--- config.mk ---
export PLATFORM = sky130hd
export DESIGN_NAME = kv_block_record_deframer
export DESIGN_NICKNAME = d
export VERILOG_FILES = /design/src/rtl/core/kbrd_pkg.sv /design/src/rtl/core/kbrd_parser.sv /design/src/rtl/core/kv_block_record_deframer.sv
export SDC_FILE = /design/constraint.sdc
export NUM_CORES = 1
export LEC_CHECK = 0
export ABC_AREA = 1
export BUFFER_PORTS_ARGS = -buffer_cell sky130_fd_sc_hd__buf_2
export CORE_UTILIZATION = 45
export CTS_CLUSTER_DIAMETER = 150
export CTS_CLUSTER_SIZE = 28
export DETAILED_ROUTE_END_ITERATION = 8
export GPL_TIMING_DRIVEN = 0
export SLEW_MARGIN = 20
export SYNTH_ARGS = -nofsm -noshare
export SYNTH_HDL_FRONTEND = slang
export SYNTH_SLANG_ARGS = --single-unit
--- constraint.sdc ---
create_clock -name i_clk -period 14.9 [get_ports i_clk]
set_input_delay 1.49 -clock i_clk [delete_from_list [all_inputs] [get_ports i_clk]]
set_output_delay 1.49 -clock i_clk [all_outputs]
set_load 0.02 [all_outputs]
--- src/rtl/core/kbrd_pkg.sv ---
// Shared types and constants for the sorted-table block record deframer.
// No dependencies; used by kbrd_parser and kv_block_record_deframer.
`default_nettype none

package kbrd_pkg;

    // Default cap on a block's length in bytes.
    localparam longint unsigned DEF_MAX_BLOCK_BYTES = 64'd65535;

    // Smallest record: flag byte, two 4-byte lengths, empty key and value.
    localparam int unsigned REC_MIN_BYTES = 9;
    // Bytes in each little-endian length field.
    localparam int unsigned LEN_BYTES = 4;

    typedef enum logic [2:0] {
        PH_START = 3'd0,
        PH_KLEN  = 3'd1,
        PH_KEY   = 3'd2,
        PH_VLEN  = 3'd3,
        PH_VALUE = 3'd4,
        PH_STOP  = 3'd5
    } t_phase;

    typedef enum logic [1:0] {
        ROLE_HDR     = 2'd0,
        ROLE_KEY     = 2'd1,
        ROLE_VALUE   = 2'd2,
        ROLE_IGNORED = 2'd3
    } t_role;

    typedef struct packed {
        logic [15:0] block_length;
        logic        block_begin;
        logic [7:0]  data_byte;
    } t_item;

    typedef struct packed {
        logic        entry_dropped;
        logic        entry_done;
        logic        key_done;
        logic        tombstone;
        t_role       role;
        logic [7:0]  out_byte;
    } t_result;

endpackage

`default_nettype wire

--- src/rtl/core/kbrd_parser.sv ---
// Record parser state machine: tags one block byte per request.
// Depends on kbrd_pkg for the phase, role, item and result types.
`default_nettype none

module kbrd_parser
    import kbrd_pkg::*;
#(
    parameter longint unsigned MAX_BLOCK_BYTES = DEF_MAX_BLOCK_BYTES
) (
    input  wire logic    i_clk,
    input  wire logic    i_rst_n,
    input  wire logic    i_accept,
    input  wire t_item   i_item,
    output t_result      o_result
);

    // Offsets and counts never exceed the (clamped) block size.
    localparam int SIZE_W = (MAX_BLOCK_BYTES >= 64'd65535) ? 16
                                                           : $clog2(MAX_BLOCK_BYTES + 64'd1);
    localparam logic [15:0] LEN_CAP = (MAX_BLOCK_BYTES >= 64'd65535) ? 16'hFFFF
                                                                     : 16'(MAX_BLOCK_BYTES);

    t_phase              r_phase, n_phase;
    logic [SIZE_W-1:0]   r_offset, n_offset;
    logic [SIZE_W-1:0]   r_size, n_size;
    logic [31:0]         r_gather, n_gather;
    logic [SIZE_W-1:0]   r_left, n_left;
    logic                r_tomb, n_tomb;

    // State as seen by this byte: a block start restarts everything.
    t_phase              w_phase;
    logic [SIZE_W-1:0]   w_pos;
    logic [SIZE_W-1:0]   w_size;
    logic [31:0]         w_gather;
    logic [SIZE_W-1:0]   w_left;
    logic                w_tomb;
    logic [15:0]         w_len_clamped;

    logic [31:0]         w_gather_nx;
    logic [SIZE_W-1:0]   w_left_m1;
    logic                w_len_last;
    logic [33:0]         w_need;
    logic                w_start_bad;
    logic                w_key_bad;
    logic                w_val_bad;

    always_comb begin
        w_len_clamped = (i_item.block_length > LEN_CAP) ? LEN_CAP : i_item.block_length;
        if (i_item.block_begin) begin
            w_phase  = PH_START;
            w_pos    = '0;
            w_size   = SIZE_W'(w_len_clamped);
            w_gather = '0;
            w_left   = '0;
            w_tomb   = 1'b0;
        end else begin
            w_phase  = r_phase;
            w_pos    = r_offset;
            w_size   = r_size;
            w_gather = r_gather;
            w_left   = r_left;
            w_tomb   = r_tomb;
        end
    end

    // Length bytes arrive low byte first and shift in from the top.
    assign w_gather_nx = {i_item.data_byte, w_gather[31:8]};
    assign w_left_m1   = w_left - SIZE_W'(1);
    assign w_len_last  = (w_left_m1 == '0);
    assign w_need      = 34'(w_pos) + 34'(w_gather_nx) + 34'd1;
    assign w_start_bad = (34'(w_pos) + 34'(REC_MIN_BYTES)) > 34'(w_size);
    assign w_key_bad   = (w_need + 34'(LEN_BYTES)) > 34'(w_size);
    assign w_val_bad   = w_need > 34'(w_size);

    // Next state.
    always_comb begin
        n_phase  = w_phase;
        n_size   = w_size;
        n_gather = w_gather;
        n_left   = w_left;
        n_tomb   = w_tomb;
        unique case (w_phase)
            PH_START: begin
                if (w_start_bad) begin
                    n_phase = PH_STOP;
                end else begin
                    n_tomb   = |i_item.data_byte;
                    n_phase  = PH_KLEN;
                    n_left   = SIZE_W'(LEN_BYTES);
                    n_gather = '0;
                end
            end
            PH_KLEN, PH_VLEN: begin
                n_gather = w_gather_nx;
                n_left   = w_left_m1;
                if (w_len_last) begin
                    if ((w_phase == PH_KLEN) ? w_key_bad : w_val_bad) begin
                        n_phase = PH_STOP;
                    end else if (w_gather_nx == '0) begin
                        n_phase = (w_phase == PH_KLEN) ? PH_VLEN : PH_START;
                        n_left  = (w_phase == PH_KLEN) ? SIZE_W'(LEN_BYTES) : w_left_m1;
                    end else begin
                        n_phase = (w_phase == PH_KLEN) ? PH_KEY : PH_VALUE;
                        // The bounds check keeps the length below the block size.
                        n_left  = SIZE_W'(w_gather_nx);
                    end
                end
            end
            PH_KEY: begin
                n_left = w_left_m1;
                if (w_len_last) begin
                    n_phase  = PH_VLEN;
                    n_left   = SIZE_W'(LEN_BYTES);
                    n_gather = '0;
                end
            end
            PH_VALUE: begin
                n_left = w_left_m1;
                if (w_len_last) begin
                    n_phase = PH_START;
                end
            end
            default: begin
                n_phase = PH_STOP;
            end
        endcase
    end

    // Outputs for this byte.
    always_comb begin
        o_result               = '0;
        o_result.out_byte      = i_item.data_byte;
        o_result.role          = ROLE_IGNORED;
        unique case (w_phase)
            PH_START: begin
                if (!w_start_bad) begin
                    o_result.role = ROLE_HDR;
                end
            end
            PH_KLEN: begin
                o_result.role = ROLE_HDR;
                if (w_len_last) begin
                    o_result.entry_dropped = w_key_bad;
                    o_result.key_done      = !w_key_bad && (w_gather_nx == '0);
                end
            end
            PH_VLEN: begin
                o_result.role = ROLE_HDR;
                if (w_len_last) begin
                    o_result.entry_dropped = w_val_bad;
                    o_result.entry_done    = !w_val_bad && (w_gather_nx == '0);
                end
            end
            PH_KEY: begin
                o_result.role     = ROLE_KEY;
                o_result.key_done = w_len_last;
            end
            PH_VALUE: begin
                o_result.role       = ROLE_VALUE;
                o_result.entry_done = w_len_last;
            end
            default: begin
                o_result.role = ROLE_IGNORED;
            end
        endcase
        o_result.tombstone = (o_result.role != ROLE_IGNORED) && n_tomb;
        n_offset = (o_result.role != ROLE_IGNORED) ? (w_pos + SIZE_W'(1)) : w_pos;
    end

    always_ff @(posedge i_clk) begin
        if (!i_rst_n) begin
            r_phase  <= PH_START;
            r_offset <= '0;
            r_size   <= '0;
            r_gather <= '0;
            r_left   <= '0;
            r_tomb   <= 1'b0;
        end else if (i_accept) begin
            r_phase  <= n_phase;
            r_offset <= n_offset;
            r_size   <= n_size;
            r_gather <= n_gather;
            r_left   <= n_left;
            r_tomb   <= n_tomb;
        end
    end

`ifndef NO_ASSERTIONS
    a_offset_in_block: assert property (@(posedge i_clk) disable iff (!i_rst_n)
        r_offset <= r_size)
        else $error("parser offset ran past the block size");

    a_drop_stops: assert property (@(posedge i_clk) disable iff (!i_rst_n)
        (i_accept && o_result.entry_dropped) |=> (r_phase == PH_STOP))
        else $error("dropped entry did not stop parsing");

    a_stop_sticks: assert property (@(posedge i_clk) disable iff (!i_rst_n)
        (r_phase == PH_STOP && !(i_accept && i_item.block_begin)) |=> (r_phase == PH_STOP))
        else $error("parser left stop without a block start");

    a_payload_count: assert property (@(posedge i_clk) disable iff (!i_rst_n)
        (r_phase == PH_KEY || r_phase == PH_VALUE || r_phase == PH_KLEN
         || r_phase == PH_VLEN) |-> (r_left != '0))
        else $error("byte counter empty inside a record part");
`endif

endmodule

`default_nettype wire

--- src/rtl/core/kv_block_record_deframer.sv ---
// Top level of the sorted-table data block record deframer.
// Depends on kbrd_pkg and kbrd_parser; holds the result register.
//
//   Channel   Dir  tdata                                  tuser / tlast
//   s_axis    in   [7:0] data_byte, [23:8] block_length   tuser: block_begin
//   m_axis    out  [7:0] out_byte                         tuser: role, tombstone,
//                                                         key_done, entry_dropped;
//                                                         tlast: entry_done
//
// Every byte request is parsed in the cycle it is accepted and its result appears
// on m_axis in the next cycle; one byte per clock is sustained, set by the single
// counter update and length compare in the parser. Reset (synchronous, active low)
// returns the parser to a record start with a zero block size, so bytes are ignored
// until a block start arrives, and empties the result register. When m_axis stalls
// the result register holds and s_axis_tready drops until the result is taken.
`default_nettype none

module kv_block_record_deframer
    import kbrd_pkg::*;
#(
    parameter longint unsigned MAX_BLOCK_BYTES = DEF_MAX_BLOCK_BYTES
) (
    input  wire logic        i_clk,
    input  wire logic        i_rst_n,
    input  wire logic        s_axis_tvalid,
    output logic             s_axis_tready,
    input  wire logic [23:0] s_axis_tdata,   // [7:0] data_byte, [23:8] block_length
    input  wire logic        s_axis_tuser,   // [0] block_begin
    output logic             m_axis_tvalid,
    input  wire logic        m_axis_tready,
    output logic [7:0]       m_axis_tdata,   // [7:0] out_byte
    output logic [4:0]       m_axis_tuser,   // [1:0] role, [2] tombstone, [3] key_done,
                                             // [4] entry_dropped
    output logic             m_axis_tlast    // entry_done
);

    logic    w_accept;
    t_item   w_item;
    t_result w_result;

    logic    r_out_valid;
    t_result r_out;

    // A new byte is taken whenever the result register is free or being drained.
    assign s_axis_tready = !r_out_valid || m_axis_tready;
    assign w_accept      = s_axis_tvalid && s_axis_tready;

    assign w_item.data_byte    = s_axis_tdata[7:0];
    assign w_item.block_length = s_axis_tdata[23:8];
    assign w_item.block_begin  = s_axis_tuser;

    kbrd_parser #(
        .MAX_BLOCK_BYTES(MAX_BLOCK_BYTES)
    ) u_parser (
        .i_clk    (i_clk),
        .i_rst_n  (i_rst_n),
        .i_accept (w_accept),
        .i_item   (w_item),
        .o_result (w_result)
    );

    always_ff @(posedge i_clk) begin
        if (!i_rst_n) begin
            r_out_valid <= 1'b0;
        end else if (w_accept) begin
            r_out_valid <= 1'b1;
        end else if (m_axis_tready) begin
            r_out_valid <= 1'b0;
        end
    end

    // Payload needs no reset; it is qualified by r_out_valid.
    always_ff @(posedge i_clk) begin
        if (w_accept) begin
            r_out <= w_result;
        end
    end

    assign m_axis_tvalid = r_out_valid;
    assign m_axis_tdata  = r_out.out_byte;
    assign m_axis_tuser  = {r_out.entry_dropped, r_out.key_done, r_out.tombstone, r_out.role};
    assign m_axis_tlast  = r_out.entry_done;

`ifndef NO_ASSERTIONS
    a_result_follows: assert property (@(posedge i_clk) disable iff (!i_rst_n)
        w_accept |=> m_axis_tvalid)
        else $error("accepted byte produced no result");

    a_ignored_quiet: assert property (@(posedge i_clk) disable iff (!i_rst_n)
        (m_axis_tvalid && r_out.role == ROLE_IGNORED)
        |-> !(r_out.tombstone || r_out.key_done || r_out.entry_done || r_out.entry_dropped))
        else $error("ignored byte carries a marker");

    a_one_event: assert property (@(posedge i_clk) disable iff (!i_rst_n)
        m_axis_tvalid |-> $onehot0({r_out.key_done, r_out.entry_done, r_out.entry_dropped}))
        else $error("more than one record event on one byte");
`endif

endmodule

`default_nettype wire
==> results by group, run 1 <==
Logic synthesis
  • Number of enable-type register cells in the synthesized netlist: 14
  • Largest area contributor in the netlist: nand2_1
  • Most area-consuming cells after synthesis: nand2_1 21%, dfxtp_1 14%, inv_1 8.4%, nor2_1 6.9%, nand3_1 6.7%
  • Warning count from the yosys run: 0
  • Synth Cell Area: between 0.01 and 0.015 mm²
  • Dominant register cell in the synthesized netlist: dfxtp_1
  • Distinct cell type count of the synthesized netlist: 54
  • Cell count after synthesis: ~2000
  • Fraction of the yosys area taken by sequential cells: 17.7%
  • Number of synthesized register bits: 91
  • Fraction of registers with async set or reset after synthesis: 0%
  • Mean post-synth cell area: ~5.7 µm²
  • Number of nets produced by synthesis: a little over 2000
  • Synth top area share: 21.2%

Clock tree
  • Clock buffer depth: 2
  • Clock sink count: 91
  • CTS clk-pin slew, worst paths: ~0.070 ns
  • Root cell of the clock tree: clkbuf_16
  • H-tree level count: 3
  • Post-CTS setup-driven buffer insertion count: 0
  • Resized cells post-CTS: 0
  • Clk Latency, worst-skew pair: 0.36 ns
  • Clock buffers created by TritonCTS: 9
  • Total of hold buffers inserted after clock tree synthesis: 0
  • TritonCTS clock tree: built

Placement
  • Routability Congestion: about 0.94
  • Post-DP HPWL: between 30000 and 40000 µm
  • Placed Cells: 2320
  • Dpl ws: between 5 and 6 ns
  • Port Buffer Count: 44

Finish
  • Number of fillers in the final layout: between 2000 and 3000
  • Highest-count cells in the layout ignoring fill and taps: 628 x nand2_1, 247 x inv_1, 204 x nor2_1, 149 x nand3_1, 86 x a21oi_1
  • Non-filler instance count after layout: ~2300
  • Commonest non-fill, non-tap cell in the layout: nand2_1
  • Area added between synthesis and finish: 8.45%
  • Antenna cell count: 0
  • Total Nets Final: approximately 2100
  • Share of cells above drive strength 1: 9.99%
  • FF/Latch Area: around 0.002 mm²
  • Footprint of the multi-input gates: 0.00786 mm²

Power
  • Maximum VDD drop: between 0.04 and 0.05 mV
  • Static leakage power: about 6 nW
  • Overall Power: between 0.7 and 0.8 mW
  • Power density over cell area: around 61 mW/mm²

Global routing
  • Antenna violations before repair: 0
  • Total GRT Usage: 29.9%
  • Total global routing overflow: 0
  • Wire length of the first global-routing pass: between 60000 and 70000 µm
  • Via count of the first global-routing pass: around 12000
  • Pin count of the biggest net entering global routing: 24

Floorplan
  • Total Die Area: 0.0253 mm²
  • Vert. Die Dim: between 150 and 200 µm
  • Num ports: 45
  • Std-Cell Core Area: roughly 0.024 mm²
  • Effective utilization at floorplan: roughly 46%
  • Row count: 57
  • Die width: ~160 µm

Hold path
  • Hold Path Class: reg -> reg

Timing
  • Clock period minus final worst setup slack: about 8.7 ns
  • Endpoints failing setup: 0
  • Total Negative Setup Slacks: 0 ns
  • Final Hold Fails: 0
  • Post-route setup slack: roughly 6.2 ns
  • Max transition margin: roughly 46%
  • Post-route worst hold slack: roughly 0.45 ns
  • Fmax: about 120 MHz
  • Worst Skew: 0.0146 ns
  • Worst-margin pin slew: around 0.82 ns
  • Max-slew violations: 0
  • Final worst-path cycle share: around 58%
  • RSZ-0062 raised after global routing: false

Worst setup path
  • Critical path capture point type: flip-flop
  • Startpoint Class: primary input
  • Critical path's slowest cell: buf_1
  • Worst path max stage delay: approximately 0.67 ns
  • Endpoint arrival time on the critical path: 8.89 ns
  • Required time of the critical path: between 15 and 20 ns
  • Most common cell on crit path: nand2_1
  • Maximum fanout along the worst path: 10
  • Setup CP Type: in -> reg

Routing
  • Vias/cell: roughly 5.4
  • Via count: 12503
  • Number of optimization iterations in the first detailed-route pass: 8
  • Final wirelength: 37800 µm
  • Detail-routed net length per standard cell: between 15 and 20 µm
  • DRC violations left: 0
  • Final ANT Viol Nets: 0
  • Starting DRC count in detailed routing: around 860

Flow run
  • Number of max-cap violations: 0

Status
  • Status: finished, final reports clean
## flip-flops by register name, indices dropped and copies added (netlist names)
name               cells
m_axis_tdata           8
m_axis_tvalid          1
u_parser.r_phase       3
u_parser.r_gather     24
u_parser.r_left       16
u_parser.r_offset     16
u_parser.r_size       16
m_axis_tlast           1
u_parser.r_tomb        1
m_axis_tuser           5
## worst paths after layout
check	from	endpoint	slack, ns	cells after the start
worst max-delay path	s_axis_tuser	u_parser.r_left[0]	6.23	36
worst max register to register	u_parser.r_gather[8]	u_parser.r_left[0]	8.37	34
worst min register to register	u_parser.r_size[0]	u_parser.r_size[0]	0.45	2
worst min-delay path	u_parser.r_size[0]	u_parser.r_size[0]	0.45	2
## per-layer routing
metal  vias up  GRT usage (%)  wire (µm)
li1       6454              -          -
met1      5679           39.7      17600
met2       307           49.7      17100
met3        63           3.52       1900
met4         0           11.4       1230
met5         -              0          0
## synthesized netlist by cell type, types with 14 or more instances
cell      instances
a21oi_1          86
o21ai_0          84
nor2_1          204
nand3_1         149
ha_1             59
inv_1           247
a211oi_1         19
nand2_2          32
inv_2            30
a31oi_1          24
nand2_1         628
mux2i_1          15
nand4_1          52
nand3_2          15
xor2_1           35
nor3_1           33
nor2_2           22
edfxtp_1         14
clkbuf_1         33
dfxtp_1          77
## stage by stage
step                      util, %  instance area (µm²)
after global routing         49.6                12000
after CTS                    49.6                12000
final                        49.6                12000
after global placement       48.3                11700
after floorplan                 -                11100
after detailed placement     48.3                11700
## power breakdown
group / internal (mW) / switching (mW)
logic: 0.0631 / 0.143
registers: 0.264 / 0.0108
clock network: 0.140 / 0.112
total: 0.467 / 0.266
## layout make-up
class	instances	share of cell area (%)
flip-flops and latches	91	16.3
well taps	324	3.37
clock buffers	11	2.10
repair buffers	44	1.83
multi-input cells	1534	65.3
clock inverters	5	0.478
inverters	281	8.79
plain buffers	46	1.78
## critical path, delay by kind of cell
kind,cells,cell delay (ns)
AOI/OAI and AO/OA,4,0.98
buffers and inverters,6,2.02
and+or+nand+nor,23,3.51
adders and majority gates,3,0.84
## cell families after synthesis
kind of cell               count (synthesis)  share of synthesized area, %
muxes                                     15                          1.35
buffers and inverters                    327                          11.4
AOI/OAI and AO/OA                        248                          12.8
xor gates and xnor gates                  42                          3.38
and+or+nand+nor                         1170                          46.6
adders and majority gates                 59                          6.65
DFF                                       91                          17.7
(Power assumes the default switching activity.)
==> run 2, diff against run 1 <==
Settings changed: ABC_AREA 1 to 0.
Clock period 14.9 ns to 7.9 ns, I/O delays scaled along.
==> results by group, run 2 <==
Timing
  • Worst-margin pin slew: 0.950 ns (+0.134 ns)
  • Final worst-path cycle share: between 90% and 100%
  • Fmax: around 130 MHz
  • Max-slew violations: 0 (unchanged)
  • Max transition margin: 36.7% (-8.9 points)
  • Endpoints failing setup: 0 (unchanged)
  • Worst Skew: 0.0103 ns (-0.00438 ns)
  • Post-route worst hold slack: 0.464 ns (+0.0141 ns)
  • Final Hold Fails: 0 (unchanged)
  • RSZ-0062 raised after global routing: false
  • Clock period minus final worst setup slack: between 7 and 8 ns

Logic synthesis
  • Cell with the most instances after synthesis: nor2_1
  • Distinct cell type count of the synthesized netlist: 98 (+81%)
  • Synth Area in Compound Gates: 25.4% (+13 points)
  • Warning count from the yosys run: 0 (unchanged)
  • Dominant register cell in the synthesized netlist: dfxtp_1
  • Fraction of registers with async set or reset after synthesis: 0% (unchanged)
  • Combinational family with the most area after synthesis: simple AND/OR/NAND/NOR gates
  • Fraction of the yosys area taken by sequential cells: 19.8% (+2.2 points)
  • Mux cell area share after synthesis: 2.32% (+0.96 points)
  • Post-synth top cells: 156 x nor2_1, 122 x nand2_1, 77 x dfxtp_1
  • Mean post-synth cell area: 7.52 µm² (+32%)
  • Most area-consuming cells after synthesis: dfxtp_1 16%, ha_1 7.5%, xnor2_1 6.2%, nor2_1 5.9%, nand2_1 4.6%
  • Synth Cell Area: 0.00988 mm² (-11%)
  • Largest area contributor in the netlist: dfxtp_1
  • Post-Synth Adder-Cell Area: 7.68% (+1.0 points)
  • Number of enable-type register cells in the synthesized netlist: 14 (unchanged)
  • Synth top area share: 15.6% (-5.7 points)
  • Synth Area in Simple Gates: 30.7% (-16 points)
  • Cell count after synthesis: 1315 (-33%)
  • Post-synthesis xor/xnor area fraction: 9.80% (+6.4 points)
  • Number of synthesized register bits: 91 (unchanged)
  • Number of nets produced by synthesis: 1403 (-31%)

Clock tree
  • TritonCTS clock tree: built
  • Clock buffers created by TritonCTS: 9 (unchanged)
  • Clk Latency, worst-skew pair: 0.37 ns (about the same)
  • Clock buffer depth: 2 (unchanged)
  • H-tree level count: 3 (unchanged)
  • Total of hold buffers inserted after clock tree synthesis: 0 (unchanged)
  • CTS clk-pin slew, worst paths: 0.08 ns (about the same)
  • Root cell of the clock tree: clkbuf_16
  • Clock sink count: 91 (unchanged)

Worst setup path
  • Required time of the critical path: 8.19 ns (-6.93 ns)
  • Critical path's slowest cell: or4_1
  • Setup CP Type: in -> reg
  • Endpoint arrival time on the critical path: 7.84 ns (-1.05 ns)
  • Worst path max stage delay: 0.52 ns (-0.15 ns)
  • Most common cell on crit path: buf_6
  • Maximum fanout along the worst path: 20 (+10)
  • Critical path capture point type: flip-flop
  • Startpoint Class: primary input

Floorplan
  • Std-Cell Core Area: 0.0213 mm² (-12%)
  • Row count: 53 (-7.0%)
  • Num ports: 45 (unchanged)
  • Vert. Die Dim: 150 µm (-5.5%)
  • Total Die Area: 0.0226 mm² (-11%)
  • Die width: 150 µm (-5.5%)
  • Effective utilization at floorplan: 46.4% (+0.69 points)

Routing
  • Number of optimization iterations in the first detailed-route pass: 7 (-1)
  • DRC violations left: 0 (unchanged)
  • Via count: 10455 (-16%)
  • Starting DRC count in detailed routing: 910 (+5.6%)
  • Vias/cell: 6.29 (+17%)
  • Detail-routed net length per standard cell: 20.4 µm (+26%)
  • Final wirelength: 34000 µm (-10%)
  • Final ANT Viol Nets: 0 (unchanged)

Finish
  • Antenna cell count: 0 (unchanged)
  • Cell area after layout: 0.0113 mm² (-6.3%)
  • Area added between synthesis and finish: 14.1%
  • Total Nets Final: 1471 (-30%)
  • Register containing the most flip-flops in the final layout: u_parser.r_gather
  • Number of flip-flops under the largest register name: 24 (unchanged)
  • Highest-count cells in the layout ignoring fill and taps: 152 x nor2_1, 120 x nand2_1, 77 x dfxtp_1, 70 x a21oi_1, 64 x xnor2_1
  • Share of cells above drive strength 1: 14.6% (+4.6 points)
  • Commonest non-fill, non-tap cell in the layout: nor2_1

Global routing
  • Total global routing overflow: 0 (unchanged)
  • Routing layer with the top usage in global route: met2
  • Antenna violations before repair: 0 (unchanged)
  • Wire length of the first global-routing pass: 53200 µm (-12%)
  • Total GRT Usage: 30.8% (+0.83 points)
  • Met1 Usage GRT: 43.4% (+3.7 points)
  • Via count of the first global-routing pass: 9655 (-18%)
  • GR met2 Demand/Resource: 47.7% (-2.0 points)
  • Met3 Resource Use GR: 3.76% (+0.24 points)
  • Pin count of the biggest net entering global routing: 24 (unchanged)

Hold path
  • Hold Path Class: reg -> reg

Placement
  • Routability Congestion: 0.964 (+3.0%)
  • Port Buffer Count: 43 (-2.3%)
  • Placed Instance Area: 0.0105 mm² (-10%)
  • Post-DP HPWL: 26500 µm (-15%)

Power
  • Maximum VDD drop: 0.104 mV (+140%)
  • Power density over cell area: 108 mW/mm² (+78%)
  • Static leakage power: 4.28 nW (-27%)
  • Overall Power: 1.22 mW (+67%)

Flow run
  • Number of max-cap violations: 0 (unchanged)

Status
  • Status: finished, final reports clean
run 2: cell count changes in the layout (fill, tap and decap cells not counted), sizes merged, moves of 31 or more:
cell,before,now
buf,57,92
inv,280,29
nand2,665,122
nand3,166,50
nor2,234,156
nor2b,0,31
xnor2,6,73
run 2: layout make-up:
type / instances / area (µm²)
clock buffers: 9 / 225
clock inverters: 7 / 76.3
inverters: 25 / 93.8
multi-input cells: 1122 / 7780
well taps: 275 / 344
fillers: 2157 / 10000
plain buffers: 70 / 395
flip-flops and latches: 91 / 1960
repair buffers: 64 / 402
run 2: worst max-delay path, delay by kind of cell:
| kind | cells | cell delay (ns) |
|---|---|---|
| AO/OA/AOI/OAI | 10 | 2.05 |
| XOR/XNOR | 1 | 0.16 |
| AND/OR/NAND/NOR | 12 | 2.54 |
| buffers and inverters | 9 | 1.59 |
| adder cells (fa/ha/maj) | 3 | 0.70 |
run 2: where the power goes:
group          internal (mW)  total [mW]  switching (mW)
combinational         0.0944       0.271           0.177
sequential             0.488       0.502          0.0133
clock                  0.226       0.450           0.224
run 2: repair_timing:
action                     4_1_cts  5_1_grt
cloned                           1        0
pin swaps                        6       12
setup endpoints to repair       22       22
resized for setup               34       35
buffers inserted                 9       11
run 2: through the flow:
| step | setup slack, ns | util, % | std cells | TNS (ns) |
|---|---|---|---|---|
| final | 0.347 | 53.0 | 1663 | 0 |
| after CTS | 0.0155 | 51.9 | 1654 | 0 |
| after detailed placement | -2.20 | 49.4 | 1633 | -44.79 |
| after floorplan | 0.0156 | - | 1315 | 0 |
| after global routing | 0.0302 | 53.0 | 1663 | 0 |
| after global placement | -2.22 | 49.3 | 1633 | -44.76 |
run 2: metal layers:
metal | vias up | wire [µm]
met5 | - | 0
met4 | 0 | 1050
met3 | 66 | 2310
met2 | 413 | 14900
met1 | 4926 | 15700
li1 | 5050 | -
run 2: logic make-up (layout without fill, tap and decap cells):
kind of cell    after synthesis  count (layout)
compound gates              354             354
flops                        91              91
xor+xnor                    108             108
fa+ha+maj                    61              61
buf+inv                     102             175
mux                          22              22
simple gates                577             577
run 2: worst paths after layout:
| path | cells past startpoint | startpoint | end | slack [ns] |
|---|---|---|---|---|
| hold reg to reg | 2 | u_parser.r_size[0] | u_parser.r_size[0] | 0.46 |
| hold / removal | 2 | u_parser.r_size[0] | u_parser.r_size[0] | 0.46 |
| setup reg to reg | 30 | u_parser.r_gather[9] | u_parser.r_left[6] | 1.16 |
| setup / recovery | 35 | s_axis_tuser | u_parser.r_left[6] | 0.35 |
